<file path="src/hw/rtl/npcm_pkg.sv">
// Shared constants and types for the nearest palette colour mapper.
`timescale 1ns / 1ps

package npcm_pkg;

   localparam int CHANNEL_BITS = 4;
   localparam int COLOR_BITS   = 3 * CHANNEL_BITS;
   localparam int INDEX_BITS   = 8;
   localparam int CFG_BITS     = 9;
   localparam int DIST_BITS    = $clog2(3 * ((2 ** CHANNEL_BITS - 1) ** 2) + 1);

   localparam logic OP_MAP  = 1'b0;
   localparam logic OP_LOAD = 1'b1;

   typedef struct packed {
      logic [COLOR_BITS-1:0] color;
      logic [INDEX_BITS-1:0] index;
   } map_result_type;

endpackage

</file>
<file path="src/hw/rtl/npcm_palette_ram.sv">
// Palette memory: one write port, one read port with registered read data.
`timescale 1ns / 1ps

module npcm_palette_ram #(
   parameter int DEPTH     = 256,
   parameter int ADDR_BITS = 8
) (
   input  logic                            clock,
   input  logic                            wr_en,
   input  logic [ADDR_BITS-1:0]            wr_addr,
   input  logic [npcm_pkg::COLOR_BITS-1:0] wr_data,
   input  logic                            rd_en,
   input  logic [ADDR_BITS-1:0]            rd_addr,
   output logic [npcm_pkg::COLOR_BITS-1:0] rd_data
);
   import npcm_pkg::*;

   logic [COLOR_BITS-1:0] mem [DEPTH];
   logic [COLOR_BITS-1:0] rd_data_ff;

   always_ff @(posedge clock) begin
      if (wr_en) begin
         mem[wr_addr] <= wr_data;
      end
      if (rd_en) begin
         rd_data_ff <= mem[rd_addr];
      end
   end

   assign rd_data = rd_data_ff;

endmodule

</file>
<file path="src/hw/rtl/npcm_dist.sv">
// Squared RGB distance between two packed colours.
`timescale 1ns / 1ps

module npcm_dist (
   input  logic [npcm_pkg::COLOR_BITS-1:0] color_a,
   input  logic [npcm_pkg::COLOR_BITS-1:0] color_b,
   output logic [npcm_pkg::DIST_BITS-1:0]  sq_dist
);
   import npcm_pkg::*;

   logic [CHANNEL_BITS-1:0]   diff [3];
   logic [2*CHANNEL_BITS-1:0] sq   [3];

   always_comb begin
      for (int c = 0; c < 3; c++) begin
         if (color_a[c*CHANNEL_BITS +: CHANNEL_BITS] > color_b[c*CHANNEL_BITS +: CHANNEL_BITS])
         begin
            diff[c] = color_a[c*CHANNEL_BITS +: CHANNEL_BITS]
                      - color_b[c*CHANNEL_BITS +: CHANNEL_BITS];
         end else begin
            diff[c] = color_b[c*CHANNEL_BITS +: CHANNEL_BITS]
                      - color_a[c*CHANNEL_BITS +: CHANNEL_BITS];
         end
         sq[c] = (2*CHANNEL_BITS)'(diff[c]) * (2*CHANNEL_BITS)'(diff[c]);
      end
      sq_dist = DIST_BITS'(sq[0]) + DIST_BITS'(sq[1]) + DIST_BITS'(sq[2]);
   end

endmodule

</file>
<file path="src/hw/rtl/npcm_search.sv">
// Palette scan engine: one entry read per cycle, exact match or nearest entry.
`timescale 1ns / 1ps

module npcm_search #(
   parameter int ADDR_BITS = 8
) (
   input  logic                            clock,
   input  logic                            reset,
   input  logic                            start,
   input  logic [npcm_pkg::COLOR_BITS-1:0] pixel,
   input  logic [ADDR_BITS-1:0]            last_pos,
   output logic                            rd_en,
   output logic [ADDR_BITS-1:0]            rd_addr,
   input  logic [npcm_pkg::COLOR_BITS-1:0] rd_data,
   output logic                            done,
   output npcm_pkg::map_result_type        result
);
   import npcm_pkg::*;

   logic                  busy_ff,      busy_in;
   logic [ADDR_BITS-1:0]  iss_ff,       iss_in;
   logic                  iss_done_ff,  iss_done_in;
   logic                  chk_valid_ff, chk_valid_in;
   logic [ADDR_BITS-1:0]  chk_idx_ff,   chk_idx_in;
   logic [COLOR_BITS-1:0] pix_ff,       pix_in;
   logic [ADDR_BITS-1:0]  last_pos_ff,  last_pos_in;
   logic [ADDR_BITS-1:0]  best_idx_ff,  best_idx_in;
   logic [COLOR_BITS-1:0] best_col_ff,  best_col_in;
   logic [DIST_BITS-1:0]  best_d_ff,    best_d_in;

   logic [DIST_BITS-1:0]  cand_dist;
   logic                  match;
   logic                  better;
   logic                  final_chk;

   npcm_dist u_dist (
      .color_a (rd_data),
      .color_b (pix_ff),
      .sq_dist (cand_dist)
   );

   always_comb begin
      match     = chk_valid_ff && (rd_data == pix_ff);
      better    = (chk_idx_ff == '0) || (cand_dist < best_d_ff);
      final_chk = chk_valid_ff && (match || (chk_idx_ff == last_pos_ff));
      rd_en     = busy_ff && !iss_done_ff && !final_chk;
      rd_addr   = iss_ff;
      done      = final_chk;

      if (match) begin
         result.index = INDEX_BITS'(chk_idx_ff);
         result.color = pix_ff;
      end else if (better) begin
         result.index = INDEX_BITS'(chk_idx_ff);
         result.color = rd_data;
      end else begin
         result.index = INDEX_BITS'(best_idx_ff);
         result.color = best_col_ff;
      end

      busy_in      = busy_ff;
      iss_in       = iss_ff;
      iss_done_in  = iss_done_ff;
      pix_in       = pix_ff;
      last_pos_in  = last_pos_ff;
      best_idx_in  = best_idx_ff;
      best_col_in  = best_col_ff;
      best_d_in    = best_d_ff;
      chk_valid_in = rd_en;
      chk_idx_in   = iss_ff;

      if (start) begin
         busy_in     = 1'b1;
         iss_in      = '0;
         iss_done_in = 1'b0;
         pix_in      = pixel;
         last_pos_in = last_pos;
      end else if (final_chk) begin
         busy_in = 1'b0;
      end

      if (rd_en) begin
         if (iss_ff == last_pos_ff) begin
            iss_done_in = 1'b1;
         end else begin
            iss_in = iss_ff + 1'b1;
         end
      end

      if (chk_valid_ff && better) begin
         best_idx_in = chk_idx_ff;
         best_col_in = rd_data;
         best_d_in   = cand_dist;
      end
   end

   always_ff @(posedge clock) begin
      if (reset) begin
         busy_ff      <= 1'b0;
         iss_done_ff  <= 1'b1;
         chk_valid_ff <= 1'b0;
      end else begin
         busy_ff      <= busy_in;
         iss_done_ff  <= iss_done_in;
         chk_valid_ff <= chk_valid_in;
      end
      iss_ff      <= iss_in;
      chk_idx_ff  <= chk_idx_in;
      pix_ff      <= pix_in;
      last_pos_ff <= last_pos_in;
      best_idx_ff <= best_idx_in;
      best_col_ff <= best_col_in;
      best_d_ff   <= best_d_in;
   end

   a_done_while_busy : assert property (@(posedge clock) disable iff (reset)
      done |-> busy_ff)
      else $error("scan finished while idle");

   a_check_in_scan : assert property (@(posedge clock) disable iff (reset)
      chk_valid_ff |-> busy_ff)
      else $error("palette data checked outside a scan");

   a_done_single : assert property (@(posedge clock) disable iff (reset)
      done |=> !done)
      else $error("scan finished twice");

endmodule

</file>
<file path="src/hw/rtl/nearest_palette_color_mapper_top.sv">
// Top level of the nearest palette colour mapper: item control, palette, scan, result register.
//
//  channel | dir | handshake              | payload
//  req     | in  | req_tvalid/req_tready  | tdata: entry_index, entry_color, pixel_color
//          |     |                        | tuser: op, row_start
//  rsp     | out | rsp_tvalid/rsp_tready  | tdata: palette_index, mapped_color
//  csr     | in  | csr_we                 | csr_wdata: used_colors
//
// A load item writes the palette and stays in the idle state. A run repeat goes straight to the done state.
// A searched pixel goes through the scan state: one palette read per cycle.
// An exact match ends the scan early.
// Reset clears control, the last colour and index, and sets used_colors to 1.
// A full result register holds a finished item in the done state and keeps req_tready low.
`timescale 1ns / 1ps

module nearest_palette_color_mapper_top #(
   parameter int PALETTE_DEPTH = 256
) (
   input  logic                          clock,
   input  logic                          reset,
   input  logic                          req_tvalid,
   output logic                          req_tready,
   input  logic [31:0]                   req_tdata,  // entry_index, entry_color, pixel_color
   input  logic [1:0]                    req_tuser,  // op, row_start
   output logic                          rsp_tvalid,
   input  logic                          rsp_tready,
   output logic [23:0]                   rsp_tdata,  // palette_index, mapped_color, zero pad
   input  logic                          csr_we,
   input  logic [npcm_pkg::CFG_BITS-1:0] csr_wdata
);
   import npcm_pkg::*;

   localparam int ADDR_BITS = $clog2(PALETTE_DEPTH);

   typedef enum logic [2:0] {
      ST_IDLE = 3'b001,
      ST_SCAN = 3'b010,
      ST_DONE = 3'b100
   } state_type;

   state_type             state_ff,      state_in;
   logic [CFG_BITS-1:0]   used_ff,       used_in;
   logic [COLOR_BITS-1:0] last_color_ff, last_color_in;
   logic [INDEX_BITS-1:0] last_index_ff, last_index_in;
   map_result_type        res_ff,        res_in;
   map_result_type        out_ff,        out_in;
   logic                  out_valid_ff,  out_valid_in;

   logic                  req_op;
   logic                  req_row_start;
   logic [INDEX_BITS-1:0] req_entry_index;
   logic [COLOR_BITS-1:0] req_entry_color;
   logic [COLOR_BITS-1:0] req_pixel_color;
   logic                  accept;
   logic                  out_free;

   logic                  ram_we;
   logic [ADDR_BITS-1:0]  ram_waddr;
   logic                  ram_re;
   logic [ADDR_BITS-1:0]  ram_raddr;
   logic [COLOR_BITS-1:0] ram_rdata;

   logic                  srch_start;
   logic [ADDR_BITS-1:0]  last_pos;
   logic                  srch_done;
   map_result_type        srch_res;

   assign req_op          = req_tuser[0];
   assign req_row_start   = req_tuser[1];
   assign req_entry_index = req_tdata[7:0];
   assign req_entry_color = req_tdata[19:8];
   assign req_pixel_color = req_tdata[31:20];

   assign req_tready = (state_ff == ST_IDLE);
   assign accept     = req_tvalid && req_tready;
   assign out_free   = !out_valid_ff || rsp_tready;

   assign rsp_tvalid = out_valid_ff;
   assign rsp_tdata  = {4'b0, out_ff.color, out_ff.index};

   assign ram_we    = accept && (req_op == OP_LOAD)
                      && (32'(req_entry_index) < 32'(PALETTE_DEPTH));
   assign ram_waddr = ADDR_BITS'(req_entry_index);

   always_comb begin
      if (used_ff == '0) begin
         last_pos = '0;
      end else if (32'(used_ff) > 32'(PALETTE_DEPTH)) begin
         last_pos = ADDR_BITS'(PALETTE_DEPTH - 1);
      end else begin
         last_pos = ADDR_BITS'(used_ff - 1'b1);
      end
   end

   npcm_palette_ram #(
      .DEPTH     (PALETTE_DEPTH),
      .ADDR_BITS (ADDR_BITS)
   ) u_ram (
      .clock   (clock),
      .wr_en   (ram_we),
      .wr_addr (ram_waddr),
      .wr_data (req_entry_color),
      .rd_en   (ram_re),
      .rd_addr (ram_raddr),
      .rd_data (ram_rdata)
   );

   npcm_search #(
      .ADDR_BITS (ADDR_BITS)
   ) u_search (
      .clock    (clock),
      .reset    (reset),
      .start    (srch_start),
      .pixel    (req_pixel_color),
      .last_pos (last_pos),
      .rd_en    (ram_re),
      .rd_addr  (ram_raddr),
      .rd_data  (ram_rdata),
      .done     (srch_done),
      .result   (srch_res)
   );

   always_comb begin
      state_in      = state_ff;
      used_in       = csr_we ? csr_wdata : used_ff;
      last_color_in = last_color_ff;
      last_index_in = last_index_ff;
      res_in        = res_ff;
      out_in        = out_ff;
      out_valid_in  = out_valid_ff && !rsp_tready;
      srch_start    = 1'b0;

      case (state_ff)
         ST_IDLE: begin
            if (accept && (req_op == OP_MAP)) begin
               if (!req_row_start && (req_pixel_color == last_color_ff)) begin
                  res_in.index = last_index_ff;
                  res_in.color = req_pixel_color;
                  state_in     = ST_DONE;
               end else begin
                  srch_start = 1'b1;
                  state_in   = ST_SCAN;
               end
            end
         end
         ST_SCAN: begin
            if (srch_done) begin
               res_in   = srch_res;
               state_in = ST_DONE;
            end
         end
         ST_DONE: begin
            if (out_free) begin
               out_in        = res_ff;
               out_valid_in  = 1'b1;
               last_color_in = res_ff.color;
               last_index_in = res_ff.index;
               state_in      = ST_IDLE;
            end
         end
         default: begin
            state_in = ST_IDLE;
         end
      endcase
   end

   always_ff @(posedge clock) begin
      if (reset) begin
         state_ff      <= ST_IDLE;
         used_ff       <= CFG_BITS'(1);
         last_color_ff <= '0;
         last_index_ff <= '0;
         out_valid_ff  <= 1'b0;
      end else begin
         state_ff      <= state_in;
         used_ff       <= used_in;
         last_color_ff <= last_color_in;
         last_index_ff <= last_index_in;
         out_valid_ff  <= out_valid_in;
      end
      res_ff <= res_in;
      out_ff <= out_in;
   end

   a_load_no_scan : assert property (@(posedge clock) disable iff (reset)
      (accept && (req_op == OP_LOAD)) |=> (state_ff == ST_IDLE))
      else $error("load item started a scan");

   a_result_from_done : assert property (@(posedge clock) disable iff (reset)
      (out_valid_ff && !$past(out_valid_ff && !rsp_tready)) |-> $past(state_ff == ST_DONE))
      else $error("result presented without a finished item");

   a_scan_done_in_scan : assert property (@(posedge clock) disable iff (reset)
      srch_done |-> (state_ff == ST_SCAN))
      else $error("scan finished outside the scan state");

endmodule
</file>
<file path="config.mk">
export PLATFORM = sky130hd
export DESIGN_NAME = nearest_palette_color_mapper_top
export DESIGN_NICKNAME = d
export VERILOG_FILES = /design/src/hw/rtl/npcm_pkg.sv /design/src/hw/rtl/npcm_palette_ram.sv /design/src/hw/rtl/npcm_dist.sv /design/src/hw/rtl/npcm_search.sv /design/src/hw/rtl/nearest_palette_color_mapper_top.sv
export SDC_FILE = /design/constraint.sdc
export NUM_CORES = 2
export LEC_CHECK = 0
export BUFFER_PORTS_ARGS = -buffer_cell sky130_fd_sc_hd__buf_2
export CAP_MARGIN = 20
export CORE_UTILIZATION = 55
export CTS_CLUSTER_DIAMETER = 120
export DETAILED_ROUTE_END_ITERATION = 8
export PLACE_DENSITY_LB_ADDON = 0.1
export SLEW_MARGIN = 0
export SYNTH_ARGS = -nofsm -noshare
export SYNTH_HDL_FRONTEND = slang
export SYNTH_SLANG_ARGS = --single-unit
</file>
<file path="constraint.sdc">
create_clock -name clock -period 13.3 [get_ports clock]
set_input_delay 1.33 -clock clock [delete_from_list [all_inputs] [get_ports clock]]
set_output_delay 1.33 -clock clock [all_outputs]
set_load 0.01 [all_outputs]
</file>
==> flow_metrics.py <==
metrics = {
    "clock_network": {
        "postCtsSetupBuffers": 0,
        "root_buffer": "clkbuf_16",
        "h-tree-depth": 5,
        "numCtsBuffers": 340,
        "clock_path_buffers": 4,
        "clkLatencyLatePin_ns": 0.95,
        "cts_sinks": 3226,
        "ctsHoldBuffers": 0,
        "cts_resized": 0,
        "cts.clk_slew.worst_paths_ns": 0.06,
        "cts_tree": "yes",
    },
    "finish": {
        "fin_nets": 6781,
        "syn2layout_area_growth_pct": 12.6,
        "postLayoutCoreUtil": 0.625,
        "stdcell_area_mm2": 0.143,
        "layout_common_cells": "edfxtp_1 (3174), mux4_2 (661), buf_4 (352), clkbuf_16 (346), nor2_1 (312)",
        "final_common_cell": "edfxtp_1",
        "n_fill_cell": 15727,
        "drive_gt1_frac": 0.237,
        "final_cells": 9915,
    },
    "placement": {
        "portBuffers": 69,
        "placed_area_mm2": 0.132,
        "dp.cells": 9310,
        "dpl.hpwl_um": 216000,
        "preCtsSetupSlack_ns": 4.94,
        "place_congestion": 0.880,
    },
    "worst_setup_path": {
        "path_class": "reg2reg",
        "ff2ff_path_depth": 32,
        "cp_common_cell": "fa_1",
        "cp.depth": 32,
        "crit_family": "adder cells",
        "worstSetupEndpointType": "register",
        "cp.required_ns": 13.87,
        "slowest_stage": "fa_1",
        "max_stage_delay_ns": 0.50,
        "start_kind": "register",
        "cp_num_buf_inv": 6,
        "critPathMaxFanout": 24,
        "r2r-start": "u_ram.rd_data[8]",
        "crit_arrival_ns": 8.92,
        "critPathLaunch": "u_ram.rd_data[8]",
    },
    "timing": {
        "rsz0062_at_grt": "false",
        "fin_worst_skew_ns": 0.0437,
        "finalCriticalPeriod_ns": 8.34,
        "finalMaxSlewViolations": 0,
        "finalCritPeriodShare": 0.627,
        "holdWs_ns": 0.446,
        "worst_slack_ns": 4.96,
        "max_freq_mhz": 120,
        "fin_tns_setup_ns": 0,
        "hold_violations": 0,
        "relSlewSlack": 0.151,
        "worstMarginPinSlew_ns": 1.27,
        "setup_viol": 0,
    },
    "global_routing": {
        "antenna_found_initial": 26,
        "grt_pass1_vias": 64790,
        "grtUsageTotal": 0.312,
        "grt_pass1_wl_um": 500000,
        "grt_overflow": 0,
        "grt_start_max_net_pins": 180,
    },
    "logic_synthesis": {
        "yosysSeqAreaShare": 0.761,
        "synth.distinct_cells": 76,
        "ys.flop_type": "edfxtp_1",
        "synth_top_cells_by_area": "edfxtp_1 (75%), mux4_2 (12%), mux2i_1 (2.3%)",
        "syn_area_mm2": 0.127,
        "synth_top_family_by_area": "multiplexers",
        "synth-xor-area-share": 0.00304,
        "synth_edf_count": 3174,
        "synthAdderAreaFrac": 0.0103,
        "syn_inst": 6190,
        "yosysWarningCount": 0,
        "yosysTopAreaCell": "edfxtp_1",
        "synthSimpleGateAreaFrac": 0.0243,
        "async_flop_share": 0,
        "avgSynthCellArea_um2": 20.5,
        "synth_top_area_share": 0.753,
        "synth_mux_area_frac": 0.145,
        "synth_compound_area_frac": 0.0374,
        "ys_seq_elements": 3226,
    },
    "routing": {
        "via_count": 66412,
        "drtPass1Iterations": 6,
        "postRouteAntennaNets": 0,
        "drt_iter0_markers": 9563,
        "vias_per_cell": 6.70,
        "wl_per_cell_um": 36.2,
        "drc": 0,
        "wirelength_um": 359000,
    },
    "min_path": {
        "hp-start": "res_ff[7]",
        "hold_depth": 0,
        "hp-class": "reg2reg",
    },
    "die": {
        "die_w_um": 482,
        "initial_core_util": 0.555,
        "design.core.area_mm2": 0.228,
        "die_area_mm2": 0.232,
        "fp.dieH_um": 482,
        "io_pins": 74,
        "rows": 175,
    },
    "run": {
        "cap_violations": 0,
    },
    "pwr": {
        "totalPowerFinal_mw": 22.2,
        "vdd_drop_max_uv": 165,
        "leakagePower_nw": 44.6,
        "p_per_area_mw_per_mm2": 156,
    },
    "outcome": {
        "outcome": "finished clean",
    },
}
## final timing paths
check | to | slack [ns]
setup reg to reg | u_search.best_d_ff[7] | 4.96
hold / removal | rsp_tdata[7] | 0.45
hold reg to reg | rsp_tdata[7] | 0.45
setup / recovery | u_search.best_d_ff[7] | 4.96
## synth_stat cells, types with 8 or more instances
| cell | count |
|---|---|
| o31ai_1 | 9 |
| clkbuf_1 | 158 |
| nand2b_1 | 12 |
| xor2_1 | 11 |
| o21ai_0 | 96 |
| nor4_1 | 8 |
| mux2i_1 | 288 |
| buf_4 | 39 |
| a22oi_1 | 123 |
| xnor2_1 | 33 |
| a31oi_1 | 17 |
| o211ai_1 | 22 |
| mux2_2 | 8 |
| nor2_1 | 335 |
| nor2b_1 | 19 |
| edfxtp_1 | 3174 |
| o32ai_1 | 8 |
| buf_8 | 9 |
| o221ai_1 | 29 |
| buf_2 | 85 |
| nand2_1 | 158 |
| dfxtp_1 | 52 |
| buf_1 | 15 |
| mux4_1 | 18 |
| fa_1 | 29 |
| buf_6 | 43 |
| a2111oi_0 | 10 |
| nand4_1 | 14 |
| o22ai_1 | 28 |
| mux4_2 | 661 |
| a22o_1 | 15 |
| a21oi_1 | 180 |
| nor3_1 | 47 |
| ha_1 | 57 |
| inv_1 | 94 |
| a21o_1 | 15 |
| a221oi_1 | 63 |
| nand3_1 | 67 |
| a211oi_1 | 40 |
## cell type report
cell class | instances | area (µm²) | area share
clock inverter | 150 | 1350 | 0.00944
timing repair buffer | 465 | 3650 | 0.0256
tap | 3009 | 3760 | 0.0264
clock buffer | 438 | 9020 | 0.0633
antenna | 13 | 32.5 | 0.000228
inverter | 97 | 372 | 0.00261
multi-input combinational | 2517 | 28100 | 0.197
sequential | 3226 | 96400 | 0.676
## flip-flops by register name, summed over array words and instances (netlist names), 9 cells and up
signal,flops
u_ram.mem,3072
res_ff,20
rsp_tdata,20
last_color_ff,12
u_ram.rd_data,12
u_search.best_col_ff,12
u_search.pix_ff,12
u_search.best_d_ff,10
used_ff,9
## routing by layer
layer	track usage	vias up	share of wire
met3	0.0732	650	0.11
met5	0	-	0.00022
met2	0.476	3898	0.47
met4	0.123	10	0.041
li1	-	26532	-
met1	0.439	35322	0.39
## cell families (layout without fill, tap and decap cells)
group | Yosys count | in the layout
flip-flops | 3226 | 3226
buffers and inverters | 450 | 1150
multiplexers | 975 | 975
other | 1 | 17
adder cells (fa/ha/maj) | 87 | 87
AND/OR/NAND/NOR | 704 | 704
AO/OA/AOI/OAI | 703 | 703
XOR/XNOR | 44 | 44
## power by group
part | leakage [nW] | switching (mW) | total (mW) | internal (mW)
clock | 5.03 | 3.79 | 9.02 | 5.23
sequential | 29.0 | 0.0223 | 11.2 | 11.2
combinational | 10.6 | 1.12 | 1.94 | 0.814
Note: power is estimated with default switching activity, not from simulation.
